**config.mk**
```make
export PLATFORM = sky130hd
export DESIGN_NAME = palette_bitmap_rle_stream_decoder
export DESIGN_NICKNAME = d
export VERILOG_FILES = /design/src/hw/rtl/prdec_pkg.sv /design/src/hw/rtl/prdec_parser.sv /design/src/hw/rtl/prdec_out_buf.sv /design/src/hw/rtl/palette_bitmap_rle_stream_decoder.sv
export SDC_FILE = /design/constraint.sdc
export NUM_CORES = 1
export LEC_CHECK = 0
export BUFFER_PORTS_ARGS = -buffer_cell sky130_fd_sc_hd__buf_2
export CORE_MARGIN = 5
export CORE_UTILIZATION = 60
export DETAILED_ROUTE_END_ITERATION = 10
export PLACE_DENSITY = 0.76
export RECOVER_POWER = 100
export REMOVE_ABC_BUFFERS = 1
export SETUP_SLACK_MARGIN = 0.15
export SYNTH_ARGS = -nofsm -noshare
export SYNTH_HDL_FRONTEND = slang
export SYNTH_SLANG_ARGS = --single-unit
```
**constraint.sdc**
```tcl
create_clock -name clock -period 11.11 [get_ports clock]
set_input_delay 1.111 -clock clock [delete_from_list [all_inputs] [get_ports clock]]
set_output_delay 1.111 -clock clock [all_outputs]
set_load 0.01 [all_outputs]
```
**src/hw/rtl/prdec_pkg.sv**
```systemverilog
// shared types and constants for the palette bitmap stream decoder
package prdec_pkg;

   localparam logic [2:0] KIND_HEADER    = 3'd0;
   localparam logic [2:0] KIND_PALETTE   = 3'd1;
   localparam logic [2:0] KIND_RUN       = 3'd2;
   localparam logic [2:0] KIND_DONE      = 3'd3;
   localparam logic [2:0] KIND_BAD_MAGIC = 3'd4;
   localparam logic [2:0] KIND_BAD_DEPTH = 3'd5;

   localparam int RSP_DATA_BITS = 88;

   typedef struct packed {
      logic [2:0]  kind;
      logic [7:0]  palette_index;
      logic [7:0]  value_a;
      logic [7:0]  value_b;
      logic [7:0]  value_c;
      logic        pair_flag;
      logic [7:0]  run_length;
      logic [15:0] image_width;
      logic [15:0] image_height;
      logic [7:0]  bits_per_pixel;
      logic        rle_coded;
      logic        last_result;
   } result_type;

   // up to two results caused by one input word
   typedef struct packed {
      result_type r0;
      result_type r1;
      logic       two;
   } pair_type;

   function automatic logic [7:0] magic_byte(input logic [1:0] idx);
      logic [7:0] v;
      case (idx)
         2'd0: v = 8'h50;
         2'd1: v = 8'h49;
         2'd2: v = 8'h43;
         2'd3: v = 8'h54;
         default: v = 8'h00;
      endcase
      return v;
   endfunction

endpackage

```
**src/hw/rtl/prdec_parser.sv**
```systemverilog
// input register and single-pass file parser producing up to two results per word
module prdec_parser
   import prdec_pkg::*;
(
   input  logic       clock,
   input  logic       reset,
   input  logic       in_valid,
   output logic       in_ready,
   input  logic [7:0] in_byte,
   input  logic       in_sof,
   input  logic       push_space,
   output logic       push_valid,
   output pair_type   push_pair
);

   localparam logic [2:0] PH_MAGIC   = 3'd0;
   localparam logic [2:0] PH_HEADER  = 3'd1;
   localparam logic [2:0] PH_PALETTE = 3'd2;
   localparam logic [2:0] PH_PIXELS  = 3'd3;
   localparam logic [2:0] PH_DONE    = 3'd4;
   localparam logic [2:0] PH_HALT    = 3'd5;

   logic        in_vld_ff, in_vld_in;
   logic [7:0]  byte_ff;
   logic        sof_ff;
   logic        fire;

   logic [2:0]  phase_ff, phase_in;
   logic [3:0]  hoff_ff, hoff_in;
   logic        coded_ff, coded_in;
   logic [7:0]  depth_ff, depth_in;
   logic [15:0] width_ff, width_in;
   logic [15:0] height_ff, height_in;
   logic [8:0]  pal_ff, pal_in;
   logic [1:0]  slot_ff, slot_in;
   logic [7:0]  held0_ff, held0_in;
   logic [7:0]  held1_ff, held1_in;
   logic [7:0]  pend_ff, pend_in;
   logic [31:0] remain_ff, remain_in;
   logic [31:0] size_ff, size_in;
   logic [16:0] row_sum;
   logic [15:0] per_row;

   logic [2:0]  c_phase;
   logic [3:0]  c_hoff;
   logic        do_emit;
   logic [7:0]  run_len;
   logic [7:0]  clip;
   logic [8:0]  pal_limit;
   logic [1:0]  n_res;
   result_type  r0, r1;

   assign fire       = in_vld_ff && push_space;
   assign in_ready   = !in_vld_ff || fire;
   assign push_valid = fire && (n_res != 2'd0);
   assign push_pair  = '{r0: r0, r1: r1, two: (n_res == 2'd2)};

   always_comb begin
      in_vld_in = in_vld_ff;
      if (in_valid && in_ready) begin
         in_vld_in = 1'b1;
      end else if (fire) begin
         in_vld_in = 1'b0;
      end
   end

   // image size in bytes, settled long before the palette ends
   assign row_sum = {1'b0, width_ff} + 17'd1;
   assign per_row = (depth_ff == 8'd4) ? row_sum[16:1] : width_ff;
   assign size_in = per_row * height_ff;

   always_comb begin
      c_phase   = sof_ff ? PH_MAGIC : phase_ff;
      c_hoff    = sof_ff ? 4'd0 : hoff_ff;
      phase_in  = c_phase;
      hoff_in   = c_hoff;
      coded_in  = coded_ff;
      depth_in  = depth_ff;
      width_in  = width_ff;
      height_in = height_ff;
      pal_in    = pal_ff;
      slot_in   = slot_ff;
      held0_in  = held0_ff;
      held1_in  = held1_ff;
      pend_in   = pend_ff;
      remain_in = remain_ff;
      r0        = '0;
      r1        = '0;
      n_res     = 2'd0;
      do_emit   = 1'b0;
      run_len   = 8'd1;
      clip      = 8'd0;
      pal_limit = (depth_ff == 8'd8) ? 9'd256 : 9'd16;

      case (c_phase)
         PH_MAGIC: begin
            if (byte_ff != magic_byte(c_hoff[1:0])) begin
               r0.kind  = KIND_BAD_MAGIC;
               n_res    = 2'd1;
               phase_in = PH_HALT;
            end else if (c_hoff >= 4'd3) begin
               hoff_in  = 4'd4;
               phase_in = PH_HEADER;
            end else begin
               hoff_in = c_hoff + 4'd1;
            end
         end
         PH_HEADER: begin
            case (c_hoff)
               4'd4: coded_in = (byte_ff == 8'd1);
               4'd5: depth_in = byte_ff;
               4'd6: width_in = {width_ff[15:8], byte_ff};
               4'd7: width_in = {byte_ff, width_ff[7:0]};
               4'd8: height_in = {height_ff[15:8], byte_ff};
               4'd9: height_in = {byte_ff, height_ff[7:0]};
               default: ;
            endcase
            if (c_hoff >= 4'd13) begin
               r0.kind           = KIND_HEADER;
               r0.image_width    = width_in;
               r0.image_height   = height_in;
               r0.bits_per_pixel = depth_in;
               r0.rle_coded      = coded_in;
               n_res             = 2'd1;
               if (depth_in != 8'd4 && depth_in != 8'd8) begin
                  r1.kind           = KIND_BAD_DEPTH;
                  r1.bits_per_pixel = depth_in;
                  n_res             = 2'd2;
                  phase_in          = PH_HALT;
               end else begin
                  pal_in   = 9'd0;
                  slot_in  = 2'd0;
                  phase_in = PH_PALETTE;
               end
            end else begin
               hoff_in = c_hoff + 4'd1;
            end
         end
         PH_PALETTE: begin
            if (slot_ff < 2'd2) begin
               if (slot_ff[0]) begin
                  held1_in = byte_ff;
               end else begin
                  held0_in = byte_ff;
               end
               slot_in = slot_ff + 2'd1;
            end else begin
               r0.kind          = KIND_PALETTE;
               r0.palette_index = pal_ff[7:0];
               r0.value_a       = {held0_ff[5:0], 2'b00};
               r0.value_b       = {held1_ff[5:0], 2'b00};
               r0.value_c       = {byte_ff[5:0], 2'b00};
               n_res            = 2'd1;
               slot_in          = 2'd0;
               pal_in           = pal_ff + 9'd1;
               if (pal_in >= pal_limit) begin
                  remain_in = size_ff;
                  pend_in   = 8'd0;
                  if (size_ff == 32'd0) begin
                     r1.kind  = KIND_DONE;
                     n_res    = 2'd2;
                     phase_in = PH_DONE;
                  end else begin
                     phase_in = PH_PIXELS;
                  end
               end
            end
         end
         PH_PIXELS: begin
            if (!coded_ff) begin
               do_emit = 1'b1;
            end else if (slot_ff == 2'd0) begin
               pend_in = byte_ff;
               slot_in = 2'd1;
            end else begin
               slot_in = 2'd0;
               run_len = pend_ff;
               do_emit = 1'b1;
            end
         end
         default: ;
      endcase

      // run clipped at the image end
      if (do_emit) begin
         clip = ({24'd0, run_len} < remain_ff) ? run_len : remain_ff[7:0];
         if (clip != 8'd0) begin
            r0.kind       = KIND_RUN;
            r0.run_length = clip;
            if (depth_ff == 8'd4) begin
               r0.value_a   = {4'd0, byte_ff[7:4]};
               r0.value_b   = {4'd0, byte_ff[3:0]};
               r0.pair_flag = 1'b1;
            end else begin
               r0.value_a = byte_ff;
            end
            n_res     = 2'd1;
            remain_in = remain_ff - {24'd0, clip};
            if (remain_in == 32'd0) begin
               r1.kind  = KIND_DONE;
               n_res    = 2'd2;
               phase_in = PH_DONE;
            end
         end
      end

      if (n_res == 2'd1) begin
         r0.last_result = 1'b1;
      end
      if (n_res == 2'd2) begin
         r1.last_result = 1'b1;
      end
   end

   always_ff @(posedge clock) begin
      if (reset) begin
         in_vld_ff <= 1'b0;
         phase_ff  <= PH_MAGIC;
         hoff_ff   <= 4'd0;
         coded_ff  <= 1'b0;
         depth_ff  <= 8'd0;
         width_ff  <= 16'd0;
         height_ff <= 16'd0;
         pal_ff    <= 9'd0;
         slot_ff   <= 2'd0;
         held0_ff  <= 8'd0;
         held1_ff  <= 8'd0;
         pend_ff   <= 8'd0;
         remain_ff <= 32'd0;
      end else begin
         in_vld_ff <= in_vld_in;
         if (fire) begin
            phase_ff  <= phase_in;
            hoff_ff   <= hoff_in;
            coded_ff  <= coded_in;
            depth_ff  <= depth_in;
            width_ff  <= width_in;
            height_ff <= height_in;
            pal_ff    <= pal_in;
            slot_ff   <= slot_in;
            held0_ff  <= held0_in;
            held1_ff  <= held1_in;
            pend_ff   <= pend_in;
            remain_ff <= remain_in;
         end
      end
   end

   always_ff @(posedge clock) begin
      size_ff <= size_in;
      if (in_valid && in_ready) begin
         byte_ff <= in_byte;
         sof_ff  <= in_sof;
      end
   end

endmodule

```
**src/hw/rtl/prdec_out_buf.sv**
```systemverilog
// result buffer: one pair sent, one queued; one word out per cycle if out_ready
module prdec_out_buf
   import prdec_pkg::*;
(
   input  logic       clock,
   input  logic       reset,
   input  logic       push_valid,
   input  pair_type   push_pair,
   output logic       push_space,
   output logic       out_valid,
   input  logic       out_ready,
   output result_type out_result
);

   logic     hold_vld_ff, hold_vld_in;
   pair_type hold_ff, hold_in;
   logic     sel_ff, sel_in;
   logic     pend_vld_ff, pend_vld_in;
   pair_type pend_ff, pend_in;
   logic     hold_fin;

   assign push_space = !pend_vld_ff;
   assign out_valid  = hold_vld_ff;
   assign out_result = sel_ff ? hold_ff.r1 : hold_ff.r0;
   assign hold_fin   = hold_vld_ff && out_ready && (sel_ff || !hold_ff.two);

   always_comb begin
      hold_vld_in = hold_vld_ff;
      hold_in     = hold_ff;
      sel_in      = sel_ff;
      pend_vld_in = pend_vld_ff;
      pend_in     = pend_ff;
      if (!hold_vld_ff || hold_fin) begin
         sel_in = 1'b0;
         if (pend_vld_ff) begin
            hold_in     = pend_ff;
            hold_vld_in = 1'b1;
            pend_vld_in = 1'b0;
         end else if (push_valid) begin
            hold_in     = push_pair;
            hold_vld_in = 1'b1;
         end else begin
            hold_vld_in = 1'b0;
         end
      end else begin
         if (out_ready) begin
            sel_in = 1'b1;
         end
         if (push_valid) begin
            pend_in     = push_pair;
            pend_vld_in = 1'b1;
         end
      end
   end

   always_ff @(posedge clock) begin
      if (reset) begin
         hold_vld_ff <= 1'b0;
         sel_ff      <= 1'b0;
         pend_vld_ff <= 1'b0;
      end else begin
         hold_vld_ff <= hold_vld_in;
         sel_ff      <= sel_in;
         pend_vld_ff <= pend_vld_in;
      end
   end

   always_ff @(posedge clock) begin
      hold_ff <= hold_in;
      pend_ff <= pend_in;
   end

endmodule

```
**src/hw/rtl/palette_bitmap_rle_stream_decoder.sv**
```systemverilog
// top level of the palette bitmap stream decoder
// usage:
//   req_ takes one file byte per word; req_tuser high marks the first byte of a file
//   and restarts the parse. rsp_ gives header info, palette entries, pixel runs,
//   image done and error words; rsp_tuser holds the kind, rsp_tlast marks the last
//   result caused by one input byte (a byte causes zero, one or two results).
//   path: a byte is registered in the input register, parsed combinationally there
//   and its first result is registered into the output buffer that drives rsp_.
//   throughput: one byte per cycle while each byte gives at most one result and
//   rsp_tready is high; a byte with two results keeps the single result port busy
//   for both, and the one-pair queue takes the next byte's results meanwhile.
//   reset: synchronous, active high; the parse waits for magic byte 0 and both
//   buffers empty. req_tready is high right after reset.
//   stall: while rsp_tready is low, results wait in the output register and one
//   queued pair; the parser then stops and req_tready drops after one more byte.
module palette_bitmap_rle_stream_decoder
   import prdec_pkg::*;
(
   input  logic                     clock,
   input  logic                     reset,
   input  logic                     req_tvalid,
   output logic                     req_tready,
   input  logic [7:0]               req_tdata,  // data_byte
   input  logic                     req_tuser,  // start_of_file
   output logic                     rsp_tvalid,
   input  logic                     rsp_tready,
   // palette_index, value_a, value_b, value_c, pair_flag, run_length,
   // image_width, image_height, bits_per_pixel, rle_coded, zero fill
   output logic [RSP_DATA_BITS-1:0] rsp_tdata,
   output logic [2:0]               rsp_tuser,  // kind
   output logic                     rsp_tlast   // last_result
);

   logic       push_valid;
   logic       push_space;
   pair_type   push_pair;
   result_type res;

   prdec_parser u_parser (
      .clock      (clock),
      .reset      (reset),
      .in_valid   (req_tvalid),
      .in_ready   (req_tready),
      .in_byte    (req_tdata),
      .in_sof     (req_tuser),
      .push_space (push_space),
      .push_valid (push_valid),
      .push_pair  (push_pair)
   );

   prdec_out_buf u_out_buf (
      .clock      (clock),
      .reset      (reset),
      .push_valid (push_valid),
      .push_pair  (push_pair),
      .push_space (push_space),
      .out_valid  (rsp_tvalid),
      .out_ready  (rsp_tready),
      .out_result (res)
   );

   assign rsp_tdata = {6'd0, res.rle_coded, res.bits_per_pixel, res.image_height,
                       res.image_width, res.run_length, res.pair_flag, res.value_c,
                       res.value_b, res.value_a, res.palette_index};
   assign rsp_tuser = res.kind;
   assign rsp_tlast = res.last_result;

endmodule

```
* Yosys cells after proc, flatten, opt, wreduce, memory -nomap -nowiden
Cells that the tools add are included.
** Word-level totals
- Bits in registers :: 354
- Input port bits :: 13
- Word-level logic and storage cells :: 223
** Cells by class
- Add/subtract/negate cells :: 5
- Multiply operators :: 1
- $lt $le $gt $ge :: 5
- Equality and inequality tests :: 26
- Mux-type cells :: 99
- Bitwise gates (word level) :: 2
- Reductions and logical operators :: 34
** Operators by type and width (count)
- two-way mux 173 bit :: 2
- two-way mux 32 bit :: 6
- two-way mux 8 bit :: 16
- two-way mux 86 bit :: 1
- two-way mux 41 bit :: 2
- logical NOT 32 bit :: 2
- one-hot mux 16 bit (2 select lines) :: 2
- two-way mux 3 bit :: 21
- two-way mux 9 bit :: 6
- two-way mux 16 bit :: 3
- two-way mux 33 bit :: 1
- < comparator 8 x 32 -> 1 bit :: 1
- multiplier 16 x 16 -> 32 bit :: 1
- one-hot mux 8 bit (4 select lines) :: 1
- subtractor 32 x 8 -> 32 bit :: 1
- two-way mux 2 bit :: 13
- one-hot mux 9 bit (2 select lines) :: 1
- adder 16 x 1 -> 17 bit (second input constant) :: 1
- equality test 4 x 3 -> 1 bit (second input constant) :: 4
- two-way mux 4 bit :: 4
- one-hot mux 8 bit (2 select lines) :: 1
- two-way mux 1 bit :: 13
- one-hot mux 2 bit (3 select lines) :: 2
- one-hot mux 3 bit (2 select lines) :: 2
- other kinds (36) :: 65

* Longest topological paths before layout
Gate-level depths: netlist of the first run.
- Depth after elaboration :: 15
- Depth in mapped cells :: 33
- Depth with buffers taken out :: 32

* By module
From an unflattened synthesis of the first run, not the netlist that was laid out.
** Unflattened totals
- Cell total of the unflattened synthesis :: 2958
- Area, all modules :: 32398.6 µm²
** By module, submodules not included
- prdec_parser :: instances 1, cells each 2302, area an instance 18532.8 µm²
- prdec_out_buf :: instances 1, cells each 649, area an instance 13817.0 µm²
- palette_bitmap_rle_stream_decoder :: instances 1, cells each 7, area an instance 48.8 µm²

* Worst setup path before layout of the first run
Ideal clock, no wire load.
- Path kind :: reg-to-reg
- Start :: reg u_parser.depth_ff[1]
- End :: reg u_parser.size_ff[31]
- Library setup time :: 0.072 ns
- Arrival :: 7.805 ns
- Required time :: 11.038 ns
- Slack :: 3.233 ns
- Stages on the path, launching flop included :: 32
- Buffers on the path :: 3
- Cells stage by stage :: dfxtp_1 > or4_1 > nor3_1 > and3b_1 > clkbuf_1 > clkbuf_1 > nand3_1 > o211ai_1 > clkbuf_1 > nand2_1 > fa_1 > inv_1 > fa_1 > inv_1 > fa_1 > inv_1 > ha_1 > fa_1 > inv_1 > fa_1 > inv_1 > ha_1 > a2111oi_0 > o31ai_1 > o41ai_1 > o21ai_0 > o311a_1 > o21a_1 > o21ai_0 > nand2b_1 > a21oi_1 > xnor2_1
** On the way
- Longest elaborated chain between the ends :: 3
** RTL lines
- start: declaration :: line prdec_parser.sv:31 : logic [7:0] depth_ff, depth_in;
- start signal: assignment :: line prdec_parser.sv:236 : depth_ff <= depth_in;
- equality test 8 x 3 -> 1 bit :: line prdec_parser.sv:69 : assign per_row = (depth_ff == 8'd4) ? row_sum[16:1] : width_ff;
- two-way mux 16 bit :: line prdec_parser.sv:69
- multiplier 16 x 16 -> 32 bit :: line prdec_parser.sv:70 : assign size_in = per_row * height_ff;
- named net u_parser.size_in[31] :: line prdec_parser.sv:40 : logic [31:0] size_ff, size_in;
- end signal: assignment :: line prdec_parser.sv:250 : size_ff <= size_in;
- end: declaration :: line prdec_parser.sv:40
The timed path passes the listed nets, and every way through them passes these cells.
A chain may end at the register's enable or synchronous reset.

* Final worst setup path of the first run
Same ends and word-level chain as after synthesis.

==> impl_metrics.yaml, run 1 <==
outcome:
  status: "finished, violations left"
  violations: "max-capacitance violations, max-slew violations"
critical_path:
  slowest_stage: "clkbuf_1"
  worst_ep_required_time_ns: 11.59
  worst_ep_arrival_time_ns: 10.13
  slowest_delay_ns: 1.04
  critical-path-top-delay-family: "compound AO/OA/AOI/OAI gates"
  worstSetupPathType: "reg2reg"
  critPathMaxFanout: 29
  critPathLaunchType: "flop"
  critical_path_buf_inv_count: 6
  endpoint_kind: "flop"
sta:
  rsz0062_at_grt: "no"
  layout_setup_ws_ns: 1.45
  setup_viol_count_final: 0
  worstMarginPinSlew_ns: 4.18
  clock-skew-final_ns: 0.0290
  hold_viol: 0
  whs_ns: 0.469
  setup_tns_ns: 0
  period_share_pct: 86.9
  period_minus_slack_ns: 9.66
  slew_headroom_pct: -179
  fmax_mhz: 104
  slew_violations: 560
global_routing:
  first_global_vias: 18800
  grt_max_degree: 99
  grt_antenna_before_repair: 1
  grtUsageTotal_pct: 25.8
  grt.overflow.total: 0
  grt_pass1_wl_mm: 95.6
clocking:
  cts_buffer_depth: 3
  cts.sinks: 348
  cts.repair.resized: 0
  cts_buffers: 38
  postCtsHoldBufs: 0
  clock_latency_ns: 0.56
  path_clk_slew_ns: 0.06
  cts_tree: "yes"
  h-tree-depth: 2
  cts-root-buf: "clkbuf_16"
  post_cts_buffers: 0
synthesis:
  yosys-top-cells-area: "edfxtp_1 24%, fa_1 16%, dfxtp_1 12%"
  avgSynthCellArea_um2: 9.63
  synth-async-reset-ratio_pct: 0
  synth_top_family_by_area: "adder cells"
  synth-simple-area-share_pct: 18.6
  ys_types: 96
  synthAdderAreaFrac_pct: 22.0
  synth_edf_count: 201
  yosysWarningCount: 0
  ys.flop_type: "edfxtp_1"
  synth_compound_area_share_pct: 11.5
  netlist_instances: 2585
  synth_area_um2: 24900
  ys_seq_area_share_pct: 36.1
  synth_xor_xnor_area_share_pct: 1.93
  ys_seq_elements: 348
  synthMuxAreaShare_pct: 3.09
  synth_top_area_share_pct: 24.2
  synth_area_leader_cell: "edfxtp_1"
final_layout:
  layout-drive-gt1-share_pct: 7.03
  nNetsFinal: 2922
  fin_area_um2: 26700
  area_growth_pct: 7.27
  insertedDiodeCount: 0
  n_fill_cell: 3326
power:
  p_per_area_nw_per_um2: 105
  ir_drop_uv: 82.2
  power.leakage_nw: 11.2
  power_mw: 2.80
place:
  dpl_cell_area_um2: 25600
  place_ws_ns: 1.96
  port_buffers: 98
  hpwlAfterDp_mm: 41.2
  place.gp.congestion: 0.904
floorplan:
  die_x_um: 214
  coreArea_um2: 40900
  fp.dieArea_um2: 45700
  die_h_um: 214
  rows: 74
  start_util_pct: 60.8
  ios: 107
route:
  route.detailed.drc: 0
  vias: 19000
  wl_per_cell_um: 18.7
  met2_length_mm: 29.0
  route.top_layer_used: "met4"
  drt_iter0_markers: 1904
  met1_length_mm: 24.0
  finalWirelength_mm: 59.0
  wl_met3_mm: 4.41
  antenna_left: 0
  dr.pass1.iters: 6
  vias_per_cell: 6.02
flow_run:
  drv_cap: 9
hold_path:
  hp-class: "reg2reg"
[layout make-up]
| class | instances | area (um^2) | area share, % |
|---|---|---|---|
| flip-flops and latches | 348 | 8980 | 33.6 |
| inverters | 248 | 931 | 3.49 |
| repair buffers | 133 | 602 | 2.25 |
| well taps | 532 | 666 | 2.49 |
| multi-input cells | 1819 | 14300 | 53.4 |
| clock inverters | 13 | 171 | 0.642 |
| clock buffers | 56 | 1100 | 4.11 |
[cells in the mapped netlist (all sizes together), types with 10 or more instances]
library cell / count
nor2b: 99
a22oi: 68
inv: 248
nor3: 32
a31oi: 10
nand3: 46
o22ai: 19
a211oi: 26
or3: 18
mux2i: 24
or2: 14
and3: 44
o31ai: 52
a21o: 25
nand2: 292
mux2: 47
xor2: 19
nor4: 22
ha: 127
dfxtp: 147
clkbuf: 146
a21oi: 100
o21ai: 63
buf: 31
nand2b: 19
o211ai: 11
edfxtp: 201
nor2: 214
xnor2: 35
fa: 194
and2: 100
[worst register-to-register path, delay by kind of cell (launching register included)]
kind	cells	cell delay (ns)
AND/OR/NAND/NOR	6	1.42
adder cells (fa/ha/maj)	7	3.06
XOR/XNOR	1	0.14
buffers and inverters	6	1.29
flip-flops	1	0.33
AO/OA/AOI/OAI	9	3.38
[stage by stage]
step	util, %	instances
2_1_floorplan	-	2415
3_3_place_gp	62.6	3080
3_5_place_dp	62.6	3080
4_1_cts	65.7	3149
5_1_grt	65.3	3149
6_report	65.3	3149
[power breakdown]
| group | switching, mW | leakage (nW) | internal (mW) |
|---|---|---|---|
| Sequential | 0.0148 | 3.19 | 1.38 |
| Combinational | 0.0845 | 7.36 | 0.0396 |
| Clock | 0.516 | 0.618 | 0.762 |
[flip-flops by register name, summed over array words and instances (netlist names), 9 cells and up]
register and flops:
u_parser.size_ff 32, u_parser.width_ff 16, u_parser.pal_ff 9, u_out_buf.pend_ff 96, u_out_buf.hold_ff 96, u_parser.remain_ff 32
u_parser.height_ff 16
[cells by family (layout without fill, tap and decap cells)]
kind of cell / Yosys count / after routing
and+or+nand+nor: 940 / 940
buffers and inverters: 425 / 450
AOI/OAI and AO/OA: 424 / 424
DFF: 348 / 348
adders and majority gates: 322 / 322
muxes: 71 / 71
xor gates and xnor gates: 54 / 54
other: 1 / 8
[routing by layer]
| layer | GRT usage (%) | vias up |
|---|---|---|
| li1 | - | 8734 |
| met1 | 34.6 | 9315 |
| met2 | 44.2 | 773 |
| met3 | 3.60 | 133 |
| met4 | 7.30 | 0 |
| met5 | 0 | - |
[cells in the final DEF, fill, tap and decap left out, types with 11 or more instances in the layout]
cell type  instances
clkbuf_16         38
nor3_1            31
or2_2             12
mux2i_1           24
ha_1             127
xor2_1            18
a211oi_1          25
a21o_1            24
xnor2_1           35
fa_1             194
nand2_1          290
nor2b_1           99
or3_1             13
nor2_1           214
clkbuf_1         107
and3_1            43
inv_1            248
dfxtp_1          146
nor4_1            22
nand3_1           46
nand2b_1          18
a21oi_1           98
o21ai_0           61
buf_4             23
o22ai_1           19
o211ai_1          11
and2_1            96
a22oi_1           68
mux2_2            47
edfxtp_1         201
o31ai_1           51
buf_2             12
[worst paths after layout]
check	start	endpoint	slack, ns	cells after the start
worst max-delay path	u_parser.depth_ff[1]$_SDFFE_PP0P_	u_parser.size_ff[31]$_DFF_P_	1.45	29
worst min-delay path	u_parser.pend_ff[5]$_SDFFE_PP0P_	u_parser.pend_ff[5]$_SDFFE_PP0P_	0.47	2
worst max register to register	u_parser.depth_ff[1]$_SDFFE_PP0P_	u_parser.size_ff[31]$_DFF_P_	1.45	29
worst min register to register	u_parser.pend_ff[5]$_SDFFE_PP0P_	u_parser.pend_ff[5]$_SDFFE_PP0P_	0.47	2
Note: power is estimated with default switching activity, not from simulation.
==> run 2, diff against run 1 <==
Clock period 11.11 ns to 11.3 ns, I/O delays scaled along.
==> run 2 against run 1 <==
Net effect: the flow still finishes with violations (max-capacitance violations, max-slew violations); die area unchanged; global-route usage increased by 0.061 points; non-clock buffer count increased by 1; final cell count about the same; combinational power is essentially flat; utilization decreased by 0.25 points; largest power group unchanged.
==> impl_metrics.yaml, run 2 (synthesis gave the netlist of run 1 again) <==
outcome:
  status: "finished, violations left"
  violations: "max-capacitance violations, max-slew violations"
final_layout:
  fin_area_um2: 26600
  area.sequential_um2: 8980
  layout-drive-gt1-share_pct: 7.03
  area_growth_pct: 6.86
  nNetsFinal: 2923
  n_fill_cell: 3307
  layout_common_cells: "290 x nand2_1, 248 x inv_1, 214 x nor2_1, 201 x edfxtp_1, 194 x fa_1"
  top_regs: "u_out_buf.hold_ff (96), u_out_buf.pend_ff (96)"
  utilization_pct: 65.0
  final_common_cell: "nand2_1"
  multi_input_area_um2: 14200
floorplan:
  die_x_um: 214
  die_h_um: 214
  start_util_pct: 60.8
  ios: 107
  fp.dieArea_um2: 45700
  rows: 74
  coreArea_um2: 40900
sta:
  worstMarginPinSlew_ns: 4.14
  setup_tns_ns: 0
  slew_violations: 547
  hold_viol: 0
  fmax_mhz: 103
  whs_ns: 0.476
  slew_headroom_pct: -176
  rsz0062_at_grt: "no"
  setup_viol_count_final: 0
  clock-skew-final_ns: 0.0275
  period_share_pct: 86.0
  period_minus_slack_ns: 9.72
critical_path:
  slowest_stage: "a211oi_1"
  r2r-end: "u_parser.size_ff[31]$_DFF_P_"
  rr_startpoint: "u_parser.depth_ff[1]$_SDFFE_PP0P_"
  rr_worst_depth: 29
  endpoint_kind: "flop"
  worst_ep_required_time_ns: 11.79
  worstSetupPathType: "reg2reg"
  slowest_delay_ns: 0.75
  r2r_slack_ns: 1.58
  worst_ep_arrival_time_ns: 10.21
  critPathLaunchType: "flop"
  critPathMaxFanout: 21
clocking:
  postCtsHoldBufs: 0
  cts_buffer_depth: 3
  path_clk_slew_ns: 0.06
  cts-root-buf: "clkbuf_16"
  h-tree-depth: 2
  clock_latency_ns: 0.56
  cts.repair.resized: 0
  cts.sinks: 348
  post_cts_buffers: 0
  cts_buffers: 38
  cts_tree: "yes"
global_routing:
  grt_max_degree: 99
  grt_pass1_wl_mm: 96.0
  grt_antenna_before_repair: 1
  first_global_vias: 19000
  grt.overflow.total: 0
  grtUsageTotal_pct: 25.8
hold_path:
  holdPathEnd: "u_parser.pend_ff[5]$_SDFFE_PP0P_"
  hold_path.startpoint: "u_parser.pend_ff[5]$_SDFFE_PP0P_"
  hold_path_depth: 2
  hp-class: "reg2reg"
route:
  drt_iter0_markers: 1805
  dr.pass1.iters: 6
  antenna_left: 0
  route.detailed.drc: 0
  finalWirelength_mm: 58.7
  vias: 19000
  vias_per_cell: 6.01
  wl_per_cell_um: 18.6
flow_run:
  drv_cap: 9
place:
  port_buffers: 98
  dpl_cell_area_um2: 25600
  place.gp.congestion: 0.880
  hpwlAfterDp_mm: 41.1
power:
  p_per_area_nw_per_um2: 99.9
  ir_drop_uv: 87.7
  power.leakage_nw: 11.1
[run 2: layer usage]
layer | up-vias | wire length (um) | GRT usage [%]
met1 | 9303 | 23900 | 34.8
met5 | - | 0 | 0
met3 | 123 | 4540 | 3.88
li1 | 8738 | - | -
met2 | 790 | 28700 | 43.3
met4 | 0 | 1690 | 8.75
[run 2: final cells by class]
type                            count  area share (%)
Inverter                          248            3.50
Timing Repair Buffer              134            2.30
Clock buffer                       51            3.95
Multi-Input combinational cell   1819            53.6
Sequential cell                   348            33.7
Tap cell                          532            2.50
Antenna cell                        1         0.00940
Clock inverter                     19           0.442
[run 2: power by group]
| group | leakage (nW) | internal, mW | switching (mW) |
|---|---|---|---|
| sequential | 3.19 | 1.36 | 0.0143 |
| clock | 0.585 | 0.659 | 0.508 |
| combinational | 7.36 | 0.0387 | 0.0830 |
| total | 11.1 | 2.05 | 0.605 |
[run 2: worst max path at each step]
stage,from,end,slack [ns]
after global placement,u_parser.depth_ff[1]$_SDFFE_PP0P_,u_parser.size_ff[31]$_DFF_P_,2.46
after global routing,u_parser.slot_ff[1]$_SDFFE_PP0P_,u_out_buf.hold_ff[102]$_DFFE_PP_,1.11
final,u_parser.depth_ff[1]$_SDFFE_PP0P_,u_parser.size_ff[31]$_DFF_P_,1.58
after CTS,u_parser.depth_ff[1]$_SDFFE_PP0P_,u_parser.size_ff[31]$_DFF_P_,2.05
after detailed placement,u_parser.depth_ff[1]$_SDFFE_PP0P_,u_parser.size_ff[31]$_DFF_P_,2.12
after floorplan,u_parser.depth_ff[1]$_SDFFE_PP0P_,u_parser.size_ff[31]$_DFF_P_,2.98
[run 2: per-stage QoR]
step	total power, mW	setup slack [ns]	cells
floorplan	1.47	2.98	2415
global placement	1.52	2.46	3081
detailed placement	1.52	2.12	3081
CTS	2.68	2.05	3151
global route	2.75	1.11	3151
finish	2.66	1.58	3152
[run 2: worst max-delay path: cells and delay by family (launching register included)]
kind,cells,cell delay (ns)
AO/OA/AOI/OAI,9,3.46
XOR/XNOR,1,0.13
adder cells (fa/ha/maj),7,3.03
buffers and inverters,6,0.92
flip-flops,1,0.32
AND/OR/NAND/NOR,6,1.78
